==> src/sv/cpbd_pkg.sv <==
`default_nettype none

package cpbd_pkg;

  // Configuration register layout.
  localparam int unsigned CfgW    = 17;
  localparam int unsigned CfgIdxW = 2;

  localparam logic [CfgIdxW-1:0] CFG_MIN_CYCLE   = 2'd0;
  localparam logic [CfgIdxW-1:0] CFG_MAX_CYCLE   = 2'd1;
  localparam logic [CfgIdxW-1:0] CFG_SPLIT_CYCLE = 2'd2;

  localparam logic [CfgW-1:0] MIN_CYCLE_RST   = 17'd2983;
  localparam logic [CfgW-1:0] MAX_CYCLE_RST   = 17'd23864;
  localparam logic [CfgW-1:0] SPLIT_CYCLE_RST = 17'd8949;

  // Block framing.
  localparam logic [7:0] SYNC_BYTE = 8'h3c;

  // Result byte kinds.
  localparam logic [2:0] KIND_TYPE     = 3'd0;
  localparam logic [2:0] KIND_SIZE     = 3'd1;
  localparam logic [2:0] KIND_DATA     = 3'd2;
  localparam logic [2:0] KIND_CHECKSUM = 3'd3;
  localparam logic [2:0] KIND_TRUNC    = 3'd4;

  // Depth of the event queue between pulse front end and block back end.
  localparam int unsigned QueueDepth = 2;

  // One event from the front end: either a decoded bit or an end of tape.
  typedef struct packed {
    logic eot;
    logic bit_val;
  } ev_t;

endpackage : cpbd_pkg

`default_nettype wire

==> src/sv/cpbd_front.sv <==
`default_nettype none

module cpbd_front #(
  parameter int unsigned WIDTH_BITS = 16
) (
  input  wire logic                         clk_i,
  input  wire logic                         rst_ni,
  input  wire logic                         cfg_valid_i,
  input  wire logic [cpbd_pkg::CfgIdxW-1:0] cfg_index_i,
  input  wire logic [cpbd_pkg::CfgW-1:0]    cfg_data_i,
  input  wire logic                         accept_i,
  input  wire logic                         pulse_phase_i,
  input  wire logic [WIDTH_BITS-1:0]        pulse_width_i,
  input  wire logic                         end_of_tape_i,
  output logic                              push_o,
  output cpbd_pkg::ev_t                     push_ev_o
);

  localparam int unsigned SumW = WIDTH_BITS + 1;
  localparam int unsigned CmpW = (SumW > cpbd_pkg::CfgW) ? SumW : cpbd_pkg::CfgW;

  logic [cpbd_pkg::CfgW-1:0] min_cycle_q, max_cycle_q, split_cycle_q;
  logic [WIDTH_BITS-1:0]     prev_width_q, prev_width_d;
  logic                      primed_q, primed_d;
  logic [CmpW-1:0]           cycle;
  logic                      in_range;

  always_ff @(posedge clk_i or negedge rst_ni) begin
    if (!rst_ni) begin
      min_cycle_q   <= cpbd_pkg::MIN_CYCLE_RST;
      max_cycle_q   <= cpbd_pkg::MAX_CYCLE_RST;
      split_cycle_q <= cpbd_pkg::SPLIT_CYCLE_RST;
    end else if (cfg_valid_i) begin
      unique case (cfg_index_i)
        cpbd_pkg::CFG_MIN_CYCLE:   min_cycle_q   <= cfg_data_i;
        cpbd_pkg::CFG_MAX_CYCLE:   max_cycle_q   <= cfg_data_i;
        cpbd_pkg::CFG_SPLIT_CYCLE: split_cycle_q <= cfg_data_i;
        default: ;
      endcase
    end
  end

  assign cycle    = CmpW'(prev_width_q) + CmpW'(pulse_width_i);
  assign in_range = pulse_phase_i && !(cycle < CmpW'(min_cycle_q))
                    && !(cycle > CmpW'(max_cycle_q));

  always_comb begin
    prev_width_d      = prev_width_q;
    primed_d          = primed_q;
    push_o            = 1'b0;
    push_ev_o.eot     = end_of_tape_i;
    push_ev_o.bit_val = (cycle < CmpW'(split_cycle_q));
    if (accept_i) begin
      if (end_of_tape_i) begin
        prev_width_d = '0;
        primed_d     = 1'b0;
        push_o       = 1'b1;
      end else if (!primed_q) begin
        prev_width_d = pulse_width_i;
        primed_d     = 1'b1;
      end else begin
        prev_width_d = pulse_width_i;
        if (in_range) begin
          // A decoded bit consumes the pair; the next pulse primes it again.
          primed_d = 1'b0;
          push_o   = 1'b1;
        end
      end
    end
  end

  always_ff @(posedge clk_i or negedge rst_ni) begin
    if (!rst_ni) begin
      prev_width_q <= '0;
      primed_q     <= 1'b0;
    end else begin
      prev_width_q <= prev_width_d;
      primed_q     <= primed_d;
    end
  end

endmodule : cpbd_front

`default_nettype wire

==> src/sv/cpbd_queue.sv <==
`default_nettype none

module cpbd_queue (
  input  wire logic           clk_i,
  input  wire logic           rst_ni,
  input  wire logic           push_i,
  input  wire cpbd_pkg::ev_t  push_ev_i,
  input  wire logic           pop_i,
  output logic                full_o,
  output logic                valid_o,
  output cpbd_pkg::ev_t       ev_o
);

  localparam int unsigned Depth = cpbd_pkg::QueueDepth;
  localparam int unsigned PtrW  = (Depth > 1) ? $clog2(Depth) : 1;
  localparam int unsigned CntW  = $clog2(Depth + 1);

  cpbd_pkg::ev_t       mem_q [Depth];
  logic [PtrW-1:0]     wr_ptr_q, rd_ptr_q;
  logic [CntW-1:0]     count_q;
  logic                do_push, do_pop;

  assign full_o  = (count_q == CntW'(Depth));
  assign valid_o = (count_q != '0);
  assign ev_o    = mem_q[rd_ptr_q];
  assign do_push = push_i && !full_o;
  assign do_pop  = pop_i && valid_o;

  always_ff @(posedge clk_i) begin
    if (do_push) begin
      mem_q[wr_ptr_q] <= push_ev_i;
    end
  end

  always_ff @(posedge clk_i or negedge rst_ni) begin
    if (!rst_ni) begin
      wr_ptr_q <= '0;
      rd_ptr_q <= '0;
      count_q  <= '0;
    end else begin
      if (do_push) begin
        wr_ptr_q <= (wr_ptr_q == PtrW'(Depth - 1)) ? '0 : wr_ptr_q + 1'b1;
      end
      if (do_pop) begin
        rd_ptr_q <= (rd_ptr_q == PtrW'(Depth - 1)) ? '0 : rd_ptr_q + 1'b1;
      end
      if (do_push && !do_pop) begin
        count_q <= count_q + 1'b1;
      end else if (do_pop && !do_push) begin
        count_q <= count_q - 1'b1;
      end
    end
  end

endmodule : cpbd_queue

`default_nettype wire

==> src/sv/cpbd_back.sv <==
`default_nettype none

module cpbd_back (
  input  wire logic          clk_i,
  input  wire logic          rst_ni,
  input  wire logic          ev_valid_i,
  input  wire cpbd_pkg::ev_t ev_i,
  output logic               pop_o,
  output logic               out_valid_o,
  input  wire logic          out_ready_i,
  output logic [7:0]         byte_value_o,
  output logic [2:0]         byte_kind_o,
  output logic [7:0]         data_index_o,
  output logic               block_last_o,
  output logic               checksum_ok_o
);

  typedef enum logic [2:0] {
    ST_HUNT,
    ST_TYPE,
    ST_SIZE,
    ST_DATA,
    ST_CHECK
  } stage_e;

  stage_e     stage_q, stage_d;
  logic [7:0] shift_q, shift_d;
  logic [2:0] bits_q, bits_d;
  logic [7:0] remain_q, remain_d;
  logic [7:0] sum_q, sum_d;
  logic [7:0] count_q, count_d;
  logic [7:0] shifted;
  logic       emit;
  logic [7:0] res_value;
  logic [2:0] res_kind;
  logic [7:0] res_index;
  logic       res_last;
  logic       res_ok;
  logic       out_valid_q;
  logic [7:0] value_q;
  logic [2:0] kind_q;
  logic [7:0] index_q;
  logic       last_q;
  logic       ok_q;

  // An event is taken whenever the output register is free or being drained.
  assign pop_o   = ev_valid_i && (!out_valid_q || out_ready_i);
  assign shifted = {ev_i.bit_val, shift_q[7:1]};

  always_comb begin
    stage_d   = stage_q;
    shift_d   = shift_q;
    bits_d    = bits_q;
    remain_d  = remain_q;
    sum_d     = sum_q;
    count_d   = count_q;
    emit      = 1'b0;
    res_value = shifted;
    res_kind  = cpbd_pkg::KIND_TYPE;
    res_index = '0;
    res_last  = 1'b0;
    res_ok    = 1'b0;
    if (pop_o) begin
      if (ev_i.eot) begin
        if (stage_q != ST_HUNT) begin
          emit      = 1'b1;
          res_value = '0;
          res_kind  = cpbd_pkg::KIND_TRUNC;
          res_last  = 1'b1;
        end
        stage_d  = ST_HUNT;
        shift_d  = '0;
        bits_d   = '0;
        remain_d = '0;
        count_d  = '0;
      end else if (stage_q == ST_HUNT) begin
        shift_d = shifted;
        if (shifted == cpbd_pkg::SYNC_BYTE) begin
          stage_d = ST_TYPE;
          shift_d = '0;
          bits_d  = '0;
        end
      end else if (bits_q != 3'd7) begin
        shift_d = shifted;
        bits_d  = bits_q + 3'd1;
      end else begin
        bits_d  = '0;
        shift_d = '0;
        emit    = 1'b1;
        unique case (stage_q)
          ST_TYPE: begin
            sum_d   = shifted;
            stage_d = ST_SIZE;
          end
          ST_SIZE: begin
            res_kind = cpbd_pkg::KIND_SIZE;
            sum_d    = sum_q + shifted;
            remain_d = shifted;
            count_d  = '0;
            stage_d  = (shifted != '0) ? ST_DATA : ST_CHECK;
          end
          ST_DATA: begin
            res_kind  = cpbd_pkg::KIND_DATA;
            res_index = count_q;
            sum_d     = sum_q + shifted;
            count_d   = count_q + 8'd1;
            remain_d  = remain_q - 8'd1;
            if (remain_q == 8'd1) begin
              stage_d = ST_CHECK;
            end
          end
          default: begin
            res_kind = cpbd_pkg::KIND_CHECKSUM;
            res_last = 1'b1;
            res_ok   = (sum_q == shifted);
            stage_d  = ST_HUNT;
            remain_d = '0;
            count_d  = '0;
          end
        endcase
      end
    end
  end

  always_ff @(posedge clk_i or negedge rst_ni) begin
    if (!rst_ni) begin
      stage_q     <= ST_HUNT;
      shift_q     <= '0;
      bits_q      <= '0;
      remain_q    <= '0;
      sum_q       <= '0;
      count_q     <= '0;
      out_valid_q <= 1'b0;
      value_q     <= '0;
      kind_q      <= '0;
      index_q     <= '0;
      last_q      <= 1'b0;
      ok_q        <= 1'b0;
    end else begin
      stage_q  <= stage_d;
      shift_q  <= shift_d;
      bits_q   <= bits_d;
      remain_q <= remain_d;
      sum_q    <= sum_d;
      count_q  <= count_d;
      if (emit) begin
        out_valid_q <= 1'b1;
        value_q     <= res_value;
        kind_q      <= res_kind;
        index_q     <= res_index;
        last_q      <= res_last;
        ok_q        <= res_ok;
      end else if (out_ready_i) begin
        out_valid_q <= 1'b0;
      end
    end
  end

  assign out_valid_o   = out_valid_q;
  assign byte_value_o  = value_q;
  assign byte_kind_o   = kind_q;
  assign data_index_o  = index_q;
  assign block_last_o  = last_q;
  assign checksum_ok_o = ok_q;

endmodule : cpbd_back

`default_nettype wire

==> src/sv/cassette_pulse_block_decoder.sv <==
// Throughput: one pulse per cycle while the two-entry queue is not full; the front end
// pairs and classifies pulses combinationally, and the back end takes one bit event per
// cycle while its output register is free or drained, registering each completed result.
// Reset (rst_ni low, asynchronous): pair unprimed, hunting for sync, queue empty,
// output empty, cycle bounds back to their default values.
`default_nettype none

module cassette_pulse_block_decoder #(
  parameter int unsigned WIDTH_BITS = 16
) (
  input  wire logic                         clk_i,
  input  wire logic                         rst_ni,
  input  wire logic                         cfg_valid_i,
  output logic                              cfg_ready_o,
  input  wire logic [cpbd_pkg::CfgIdxW-1:0] cfg_index_i,
  input  wire logic [cpbd_pkg::CfgW-1:0]    cfg_data_i,
  input  wire logic                         in_valid_i,
  output logic                              in_ready_o,
  input  wire logic                         pulse_phase_i,
  input  wire logic [WIDTH_BITS-1:0]        pulse_width_i,
  input  wire logic                         end_of_tape_i,
  output logic                              out_valid_o,
  input  wire logic                         out_ready_i,
  output logic [7:0]                        byte_value_o,
  output logic [2:0]                        byte_kind_o,
  output logic [7:0]                        data_index_o,
  output logic                              block_last_o,
  output logic                              checksum_ok_o
);

  logic          q_full, q_valid, push, pop, accept;
  cpbd_pkg::ev_t push_ev, pop_ev;

  assign cfg_ready_o = 1'b1;
  assign in_ready_o  = !q_full;
  assign accept      = in_valid_i && in_ready_o;

  cpbd_front #(
    .WIDTH_BITS(WIDTH_BITS)
  ) u_front (
    .clk_i         (clk_i),
    .rst_ni        (rst_ni),
    .cfg_valid_i   (cfg_valid_i),
    .cfg_index_i   (cfg_index_i),
    .cfg_data_i    (cfg_data_i),
    .accept_i      (accept),
    .pulse_phase_i (pulse_phase_i),
    .pulse_width_i (pulse_width_i),
    .end_of_tape_i (end_of_tape_i),
    .push_o        (push),
    .push_ev_o     (push_ev)
  );

  cpbd_queue u_queue (
    .clk_i     (clk_i),
    .rst_ni    (rst_ni),
    .push_i    (push),
    .push_ev_i (push_ev),
    .pop_i     (pop),
    .full_o    (q_full),
    .valid_o   (q_valid),
    .ev_o      (pop_ev)
  );

  cpbd_back u_back (
    .clk_i         (clk_i),
    .rst_ni        (rst_ni),
    .ev_valid_i    (q_valid),
    .ev_i          (pop_ev),
    .pop_o         (pop),
    .out_valid_o   (out_valid_o),
    .out_ready_i   (out_ready_i),
    .byte_value_o  (byte_value_o),
    .byte_kind_o   (byte_kind_o),
    .data_index_o  (data_index_o),
    .block_last_o  (block_last_o),
    .checksum_ok_o (checksum_ok_o)
  );

  // The block ends only on a checksum byte or on a truncation.
  a_last_kind : assert property (@(posedge clk_i) disable iff (!rst_ni)
    out_valid_o && block_last_o |->
      (byte_kind_o == cpbd_pkg::KIND_CHECKSUM) || (byte_kind_o == cpbd_pkg::KIND_TRUNC))
    else $error("block_last on a byte that does not end a block");

  a_ok_kind : assert property (@(posedge clk_i) disable iff (!rst_ni)
    out_valid_o && checksum_ok_o |-> byte_kind_o == cpbd_pkg::KIND_CHECKSUM)
    else $error("checksum_ok set on a byte other than the checksum");

  a_index_kind : assert property (@(posedge clk_i) disable iff (!rst_ni)
    out_valid_o && (data_index_o != 8'd0) |-> byte_kind_o == cpbd_pkg::KIND_DATA)
    else $error("nonzero data_index on a non-data byte");

  // A queued event is always drained when the output register is free.
  a_drain : assert property (@(posedge clk_i) disable iff (!rst_ni)
    q_valid && !out_valid_o |-> pop)
    else $error("queued event not taken while output is free");

endmodule : cassette_pulse_block_decoder

`default_nettype wire

==> config.mk <==
export PLATFORM = sky130hd
export DESIGN_NAME = cassette_pulse_block_decoder
export DESIGN_NICKNAME = d
export VERILOG_FILES = /design/src/sv/cpbd_pkg.sv /design/src/sv/cpbd_front.sv /design/src/sv/cpbd_queue.sv /design/src/sv/cpbd_back.sv /design/src/sv/cassette_pulse_block_decoder.sv
export SDC_FILE = /design/constraint.sdc
export NUM_CORES = 1
export LEC_CHECK = 0
export ABC_CLOCK_PERIOD_IN_PS = 3700
export BUFFER_PORTS_ARGS = -buffer_cell sky130_fd_sc_hd__buf_2
export CORE_ASPECT_RATIO = 1.4
export CORE_UTILIZATION = 45
export DETAILED_ROUTE_END_ITERATION = 6
export HOLD_SLACK_MARGIN = 0.1
export PLACE_DENSITY_LB_ADDON = 0.25
export SETUP_SLACK_MARGIN = 0.5
export SLEW_MARGIN = 10
export SYNTH_ARGS = -nofsm -noshare
export SYNTH_HDL_FRONTEND = slang
export SYNTH_SLANG_ARGS = --single-unit
==> constraint.sdc <==
create_clock -name clk_i -period 3.7 [get_ports clk_i]
set_input_delay 0.74 -clock clk_i [delete_from_list [all_inputs] [get_ports clk_i]]
set_output_delay 0.74 -clock clk_i [all_outputs]
set_load 0.01 [all_outputs]
# [Yosys cells after proc, flatten, opt, wreduce, memory -nomap -nowiden]
# Memories as Yosys holds them, arrays and structs flattened.
# Cells that the tools add are included.
[totals] reg_bits=132 latch_bits=0 ram_bits=4 rom_bits=0 output_inout_bits=24 n_memories=1
[classes] n_addsub=9 multipliers=0 n_div=0 n_lt_le_gt_ge=3 eq_ne=16 n_shift=0 muxes=69 bitwise_logic=3 n_reduce_logical=32
[memory_table] memory="u_queue.mem_q" words=2 word_bits=2 rd=1 rd_clocked_by_memory_dff=0 write_ports=1 line="cpbd_queue.sv:18" text="cpbd_pkg::ev_t mem_q [Depth];"
[op_table] cell="$mux W8" n=18
[op_table] cell="$mux W3" n=15
[op_table] cell="$lt A17 B17 Y1" n=2
[op_table] cell="$pmux W8 S2" n=2
[op_table] cell="$mux W1" n=28
[op_table] cell="$pmux W8 S3" n=1
[op_table] cell="$add A16 B16 Y17" n=1
[op_table] cell="$gt A17 B17 Y1" n=1
[op_table] cell="$mux W16" n=1
[op_table] cell="$pmux W3 S3" n=1
[op_table] cell="$add A8 B1 Y8 const B" n=1
[op_table] cell="$add A8 B8 Y8" n=1
[op_table] cell="$eq A8 B1 Y1 const B" n=1
[op_table] cell="$eq A8 B6 Y1 const B" n=1
[op_table] cell="$eq A8 B8 Y1" n=1
[op_table] cell="$logic_and A1 B1 Y1" n=8
[op_table] cell="$reduce_and A2 Y1" n=4
[op_table] cell="$reduce_and A4 Y1" n=2
[op_table] cell="$reduce_bool A2 Y1" n=4
[op_table] cell="$reduce_bool A8 Y1" n=1
[op_table] cell="$sub A8 B1 Y8 const B" n=1
[op_table] cell="$eq A3 B2 Y1 const B" n=2
[op_table] cell="$logic_not A1 Y1" n=6
[op_table] cell="$ne A2 B2 Y1 const B" n=3
[op_table] cell="other kinds (20)" n=26

# [Logic depth before layout (Yosys ltp)]
[depth] word_depth=14 depth_mapped=22 depth_no_buf=22

# [Hierarchy]
# A second synthesis with hierarchy kept.
[hier_totals] cells_unflattened=823 area_unflattened_um2=8079.0
[modules_own_cells] mod="cpbd_front" instances=1 cells_per_inst=453 area_each_um2=4523.1
[modules_own_cells] mod="cpbd_back" instances=1 cells_per_inst=341 area_each_um2=3184.3
[modules_own_cells] mod="cpbd_queue" instances=1 cells_per_inst=25 area_each_um2=350.3
[modules_own_cells] mod="cassette_pulse_block_decoder" instances=1 cells_per_inst=4 area_each_um2=21.3

# [Worst setup path before layout]
# OpenSTA, ideal clock, no wires.
[synth_timing] path_type="input -> register" start="input pulse_width_i[3]" end="register u_queue.count_q[1]" setup_ns=0.079 arrival_ns=4.405 path_slack_ns=-0.784 stages=18 n_path_buf=0 cell_sequence="ha_1 > and3_1 > a2111oi_4 > a21oi_2 > and3_4 > a221o_1 > a21oi_2 > xnor2_1 > ha_1 > nand4_1 > a2111o_1 > o211ai_1 > a22oi_1 > o21bai_1 > inv_1 > ha_1 > nor2_1 > xor2_1"
[synth_between] elab_chain_len=13 elab_cells_between_ends=17 cone_classes="add/sub: 1; order compare: 2; mux: 5; reduce/logical: 9"
[synth_lines] item="start: declaration" line="cassette_pulse_block_decoder.sv:20" text="input wire logic [WIDTH_BITS-1:0] pulse_width_i,"
[synth_lines] item="$add A16 B16 Y17 (*)" line="cpbd_front.sv:43" text="assign cycle = CmpW'(prev_width_q) + CmpW'(pulse_width_i);"
[synth_lines] item="$lt A17 B17 Y1" line="cpbd_front.sv:44" text="assign in_range = pulse_phase_i && !(cycle < CmpW'(min_cycle_q))"
[synth_lines] item="$logic_not A1 Y1" line="cpbd_front.sv:44"
[synth_lines] item="$logic_and A1 B1 Y1" line="cpbd_front.sv:44"
[synth_lines] item="$logic_and A1 B1 Y1 (*)" line="cpbd_front.sv:45" text="&& !(cycle > CmpW'(max_cycle_q));"
[synth_lines] item="$mux W1 (*)" line="cpbd_front.sv:63" text="if (in_range) begin"
[synth_lines] item="$mux W1 (*)" line="cpbd_front.sv:58" text="end else if (!primed_q) begin"
[synth_lines] item="$mux W1 (*)" line="cpbd_front.sv:54" text="if (end_of_tape_i) begin"
[synth_lines] item="$mux W1 (*)" line="cpbd_front.sv:53" text="if (accept_i) begin"
[synth_lines] item="$logic_and A1 B1 Y1 (*)" line="cpbd_queue.sv:26" text="assign do_push = push_i && !full_o;"
[synth_lines] item="via u_queue.do_push" line="cpbd_queue.sv:21" text="logic do_push, do_pop;"
[synth_lines] item="$logic_not A1 Y1" line="cpbd_queue.sv:49" text="end else if (do_pop && !do_push) begin"
[synth_lines] item="$logic_and A1 B1 Y1" line="cpbd_queue.sv:49"
[synth_lines] item="$reduce_bool A2 Y1 (no source line)"
[synth_lines] item="end signal: assignment" line="cpbd_queue.sv:48" text="count_q <= count_q + 1'b1;"
[synth_lines] item="end signal: assignment" line="cpbd_queue.sv:50" text="count_q <= count_q - 1'b1;"
[synth_lines] item="end: declaration" line="cpbd_queue.sv:20" text="logic [CntW-1:0] count_q;"
# Mark *: on every way through the listed nets, which the timed path passes. The rest lies on a longest branch.
# A chain may end at the register's enable or synchronous reset.

# [Worst setup path in the final report]
[layout_timing] start="register u_front.prev_width_q[1]" end="register u_queue.count_q[1]"
[layout_between] elab_chain_len=13 elab_cells_between_ends=17 cone_classes="add/sub: 1; order compare: 2; mux: 5; reduce/logical: 9"
[layout_lines] item="start: declaration" line="cpbd_front.sv:23" text="logic [WIDTH_BITS-1:0] prev_width_q, prev_width_d;"
[layout_lines] item="start signal: assignment" line="cpbd_front.sv:77" text="prev_width_q <= prev_width_d;"
[layout_lines] item="$add A16 B16 Y17 (*)" line="cpbd_front.sv:43"
[layout_lines] item="$lt A17 B17 Y1" line="cpbd_front.sv:44"
[layout_lines] item="$logic_not A1 Y1" line="cpbd_front.sv:44"
[layout_lines] item="$logic_and A1 B1 Y1" line="cpbd_front.sv:44"
[layout_lines] item="$logic_and A1 B1 Y1 (*)" line="cpbd_front.sv:45"
[layout_lines] item="$mux W1 (*)" line="cpbd_front.sv:63"
[layout_lines] item="$mux W1 (*)" line="cpbd_front.sv:58"
[layout_lines] item="$mux W1 (*)" line="cpbd_front.sv:54"
[layout_lines] item="$mux W1 (*)" line="cpbd_front.sv:53"
[layout_lines] item="$logic_and A1 B1 Y1 (*)" line="cpbd_queue.sv:26"
[layout_lines] item="via u_queue.do_push" line="cpbd_queue.sv:21"
[layout_lines] item="$logic_not A1 Y1" line="cpbd_queue.sv:49"
[layout_lines] item="$logic_and A1 B1 Y1" line="cpbd_queue.sv:49"
[layout_lines] item="$reduce_bool A2 Y1 (no source line)"
# Marked as above.

==> insert_results.sql <==
INSERT INTO impl_metrics (metric_group, metric, value, unit) VALUES
('clock_tree', 'clkTransAtPathRegs', '60', 'ps'),
('power_and_ir_drop', 'sequentialPowerShare', '0.296', ''),
('sta', 'maxClockFrequency', '243', 'MHz'),
('floorplanning', 'floorplan.core_area', '0.0173', 'mm2'),
('setup_path', 'worst_path_cell_chain', 'ha_4 -> a21o_1 -> a2111oi_4 -> a21oi_2 -> and3_4 -> a221o_1 -> a21oi_2 -> xnor2_2 -> ha_1 -> nand4_1 -> a2111o_1 -> o211ai_1 -> a22oi_2 -> o21bai_2 -> inv_2 -> ha_4 -> xor2_1 -> nor2_1 -> xor2_1', ''),
('route', 'drt_first_pass_iters', '4', ''),
('placed_design', 'postPlaceCellArea', '0.00913', 'mm2'),
('flow_run', 'timing.max_cap.violations', '0', ''),
('min_path', 'hold_path.class', 'input pin to async pin', ''),
('global_routing', 'grt_overflow', '0', ''),
('sta', 'fin_crit_sh', '1.11', ''),
('placed_design', 'dp.cells', '1144', ''),
('power_and_ir_drop', 'leakagePower', '0.00476', 'uW'),
('status', 'status', 'finished, violations left', ''),
('yosys', 'syn-mean-instance-area', '9.95', 'um2'),
('sta', 'timing.final.ws_setup', '-415', 'ps'),
('global_routing', 'grt_first_pass_wirelength', '31800', 'um'),
('power_and_ir_drop', 'power.clock.fraction', '0.234', ''),
('route', 'detail_route.wirelength', '19000', 'um'),
('clock_tree', 'tritoncts', 'yes', ''),
('route', 'detail-route-antenna-nets', '0', ''),
('yosys', 'synthDominantAreaCellType', 'sky130_fd_sc_hd__dfrtp_1', ''),
('sta', 'whs', '358', 'ps'),
('sta', 'count_of_endpoints_failing_hold_in_the_final_timing_report', '0', ''),
('floorplanning', 'die_h', '159', 'um'),
('sta', 'maxSlewHeadroom', '0.359', ''),
('power_and_ir_drop', 'cellInternalPower', '4220', 'uW'),
('status', 'failed_checks', 'negative setup slack', ''),
('yosys', 'postSynth.asyncResetShare', '0.970', ''),
('placed_design', 'place.detailed.hpwl', '13900', 'um'),
('sta', 'finalSetupViolCount', '7', ''),
('yosys', 'yosys-top-cells-area', 'sky130_fd_sc_hd__dfrtp_1 (34%), sky130_fd_sc_hd__ha_1 (12%), sky130_fd_sc_hd__dfstp_2 (7.9%)', ''),
('global_routing', 'grt_antenna_before_repair', '0', ''),
('sta', 'timing.final.crit_period', '4120', 'ps'),
('floorplanning', 'rows', '57', ''),
('setup_path', 'startpoint_types', 'flop', ''),
('setup_path', 'timing.critical_path.fanout_max', '3', ''),
('floorplanning', 'die-area', '0.0182', 'mm2'),
('route', 'route.detailed.vias_per_inst', '5.38', ''),
('sta', 'rsz0062_at_grt', 'yes', ''),
('setup_path', 'cp_data_arrival_time', '4460', 'ps'),
('placed_design', 'port_buffers', '64', ''),
('clock_tree', 'ctsHtreeMaxLevel', '4', ''),
('setup_path', 'timing_worst_setup_path_type', 'flop to flop', ''),
('sta', 'drv_slew', '0', ''),
('cells_and_area', 'n_antenna_cell', '0', ''),
('yosys', 'synth_top_area_share', '0.336', ''),
('sta', 'timing.clock.skew', '5.40', 'ps'),
('yosys', 'synth-edff-count', '4', ''),
('yosys', 'synth_area', '0.00796', 'mm2'),
('clock_tree', 'cts_root_buf', 'sky130_fd_sc_hd__clkbuf_16', ''),
('setup_path', 'critical_path.endpoint_type', 'flop', ''),
('clock_tree', 'cts_num_sinks', '135', ''),
('global_routing', 'global_route.usage.total', '0.225', ''),
('floorplanning', 'die-width', '114', 'um'),
('cells_and_area', 'multi_input_logic_area', '0.00440', 'mm2'),
('global_routing', 'vias_in_the_first_global_route', '6558', ''),
('setup_path', 'critical_path_required', '4050', 'ps'),
('cells_and_area', 'fill_cells', '1558', ''),
('route', 'detail_route.iter0.violations', '289', ''),
('sta', 'setup_total_neg_slack', '-2310', 'ps'),
('clock_tree', 'clock_buffer_count_from_cts', '17', ''),
('power_and_ir_drop', 'p_comb_frac', '0.470', ''),
('floorplanning', 'io_pins', '66', ''),
('cells_and_area', 'final-instance-count-excl-fill', '1178', ''),
('yosys', 'yosysUniqueCellTypes', '71', ''),
('placed_design', 'globalplace.congestion', '0.847', ''),
('yosys', 'number_of_synthesized_register_bits', '135', ''),
('route', 'detail_route.drc_violations', '0', ''),
('clock_tree', 'max-clock-path-buffers', '2', ''),
('global_routing', 'grt_max_degree', '86', '');
flip-flops by register name (all words and copies together), names as in the netlist, 16 cells and up:
| register | count |
|---|---|
| u_front.split_cycle_q | 17 |
| u_front.min_cycle_q | 17 |
| u_front.prev_width_q | 16 |
| u_front.max_cycle_q | 17 |
per-stage QoR:
stage / total power [uW] / util
after CTS: 6900 / 0.567
after floorplan: 3970 / -
after detailed placement: 5110 / 0.527
after global placement: 5020 / 0.527
after global routing: 7400 / 0.569
final: 6870 / 0.569
final timing paths:
| kind | depth (start not counted) | from | slack [ps] | end |
|---|---|---|---|---|
| setup / recovery | 19 | u_front.prev_width_q[1] | -420 | u_queue.count_q[1] |
| max in group asynchronous | 2 | rst_ni | 2530 | u_front.max_cycle_q[12] |
| setup reg to reg | 19 | u_front.prev_width_q[1] | -420 | u_queue.count_q[1] |
| hold / removal | 1 | rst_ni | 360 | u_back.data_index_o[2] |
| min in group clk_i | 2 | u_back.byte_kind_o[0] | 470 | u_back.byte_kind_o[0] |
| hold reg to reg | 2 | u_back.byte_kind_o[0] | 470 | u_back.byte_kind_o[0] |
cells by family (layout without fill, tap and decap cells):
kind of cell / after synthesis / in the layout / synth area share
compound gates: 215 / 215 / 0.177
mux: 47 / 47 / 0.0657
flops: 135 / 135 / 0.431
buf+inv: 94 / 236 / 0.0462
fa+ha+maj: 80 / 80 / 0.128
simple gates: 206 / 206 / 0.129
other cells: 1 / 1 / 0.000471
xor+xnor: 22 / 22 / 0.0242
layout make-up:
class                   count  area share
clock buffers              19      0.0439
well taps                 236      0.0299
inverters                  66      0.0254
multi-input cells         571       0.446
flip-flops and latches    135       0.348
repair buffers            138      0.0946
clock inverters            13      0.0123
layout by cell type, fill, tap and decap left out, types with 4 or more instances in the layout:
master	instances
sky130_fd_sc_hd__dfrtp_1	107
sky130_fd_sc_hd__nand2_1	86
sky130_fd_sc_hd__ha_1	71
sky130_fd_sc_hd__buf_4	71
sky130_fd_sc_hd__inv_1	61
sky130_fd_sc_hd__buf_2	58
sky130_fd_sc_hd__o21ai_0	43
sky130_fd_sc_hd__a21oi_1	43
sky130_fd_sc_hd__mux2_2	36
sky130_fd_sc_hd__o21ai_1	28
sky130_fd_sc_hd__nor2_1	25
sky130_fd_sc_hd__a22o_1	24
sky130_fd_sc_hd__dfstp_2	24
sky130_fd_sc_hd__nand2b_1	23
sky130_fd_sc_hd__a21o_1	17
sky130_fd_sc_hd__clkbuf_16	17
sky130_fd_sc_hd__nand4_1	14
sky130_fd_sc_hd__xnor2_1	11
sky130_fd_sc_hd__nor3_1	10
sky130_fd_sc_hd__nand3_1	9
sky130_fd_sc_hd__mux2i_1	8
sky130_fd_sc_hd__buf_6	8
sky130_fd_sc_hd__and3_1	7
sky130_fd_sc_hd__o31ai_1	7
sky130_fd_sc_hd__ha_4	7
sky130_fd_sc_hd__o21a_1	6
sky130_fd_sc_hd__xnor2_2	6
sky130_fd_sc_hd__nor2b_1	6
sky130_fd_sc_hd__a21oi_2	5
sky130_fd_sc_hd__xor2_1	5
sky130_fd_sc_hd__a31oi_1	5
sky130_fd_sc_hd__clkinvlp_4	5
sky130_fd_sc_hd__inv_2	4
sky130_fd_sc_hd__inv_6	4
sky130_fd_sc_hd__edfxtp_1	4
timing repair:
item / CTS / global route
endpoints found under the hold margin: 0 / 0
buffers inserted: 2 / 0
pin swaps: 14 / 12
gates resized for setup: 28 / 7
setup endpoints to repair: 10 / 10
layer usage:
metal | GRT usage | part of all wire
met5 | 0 | 0
met2 | 0.420 | 0.55
met4 | 0.0974 | 0.028
met3 | 0.0396 | 0.025
met1 | 0.243 | 0.40
power groups by stage:
stage                     Sequential [uW]  Clock (uW)  Combinational [uW]
after floorplan                      1930           0                2040
after global placement               2030           0                2990
after detailed placement             2050           0                3060
after CTS                            2030        1650                3220
after global routing                 2070        1710                3620
final                                2030        1610                3230
critical path, delay by kind of cell, from the launching register on:
kind	cells	cell delay, ps
buffers and inverters	1	70
adders and majority gates	3	710
AOI/OAI and AO/OA	9	1960
and+or+nand+nor	3	480
DFF	1	420
xor gates and xnor gates	3	410
Power figures use the tool's default switching activity.
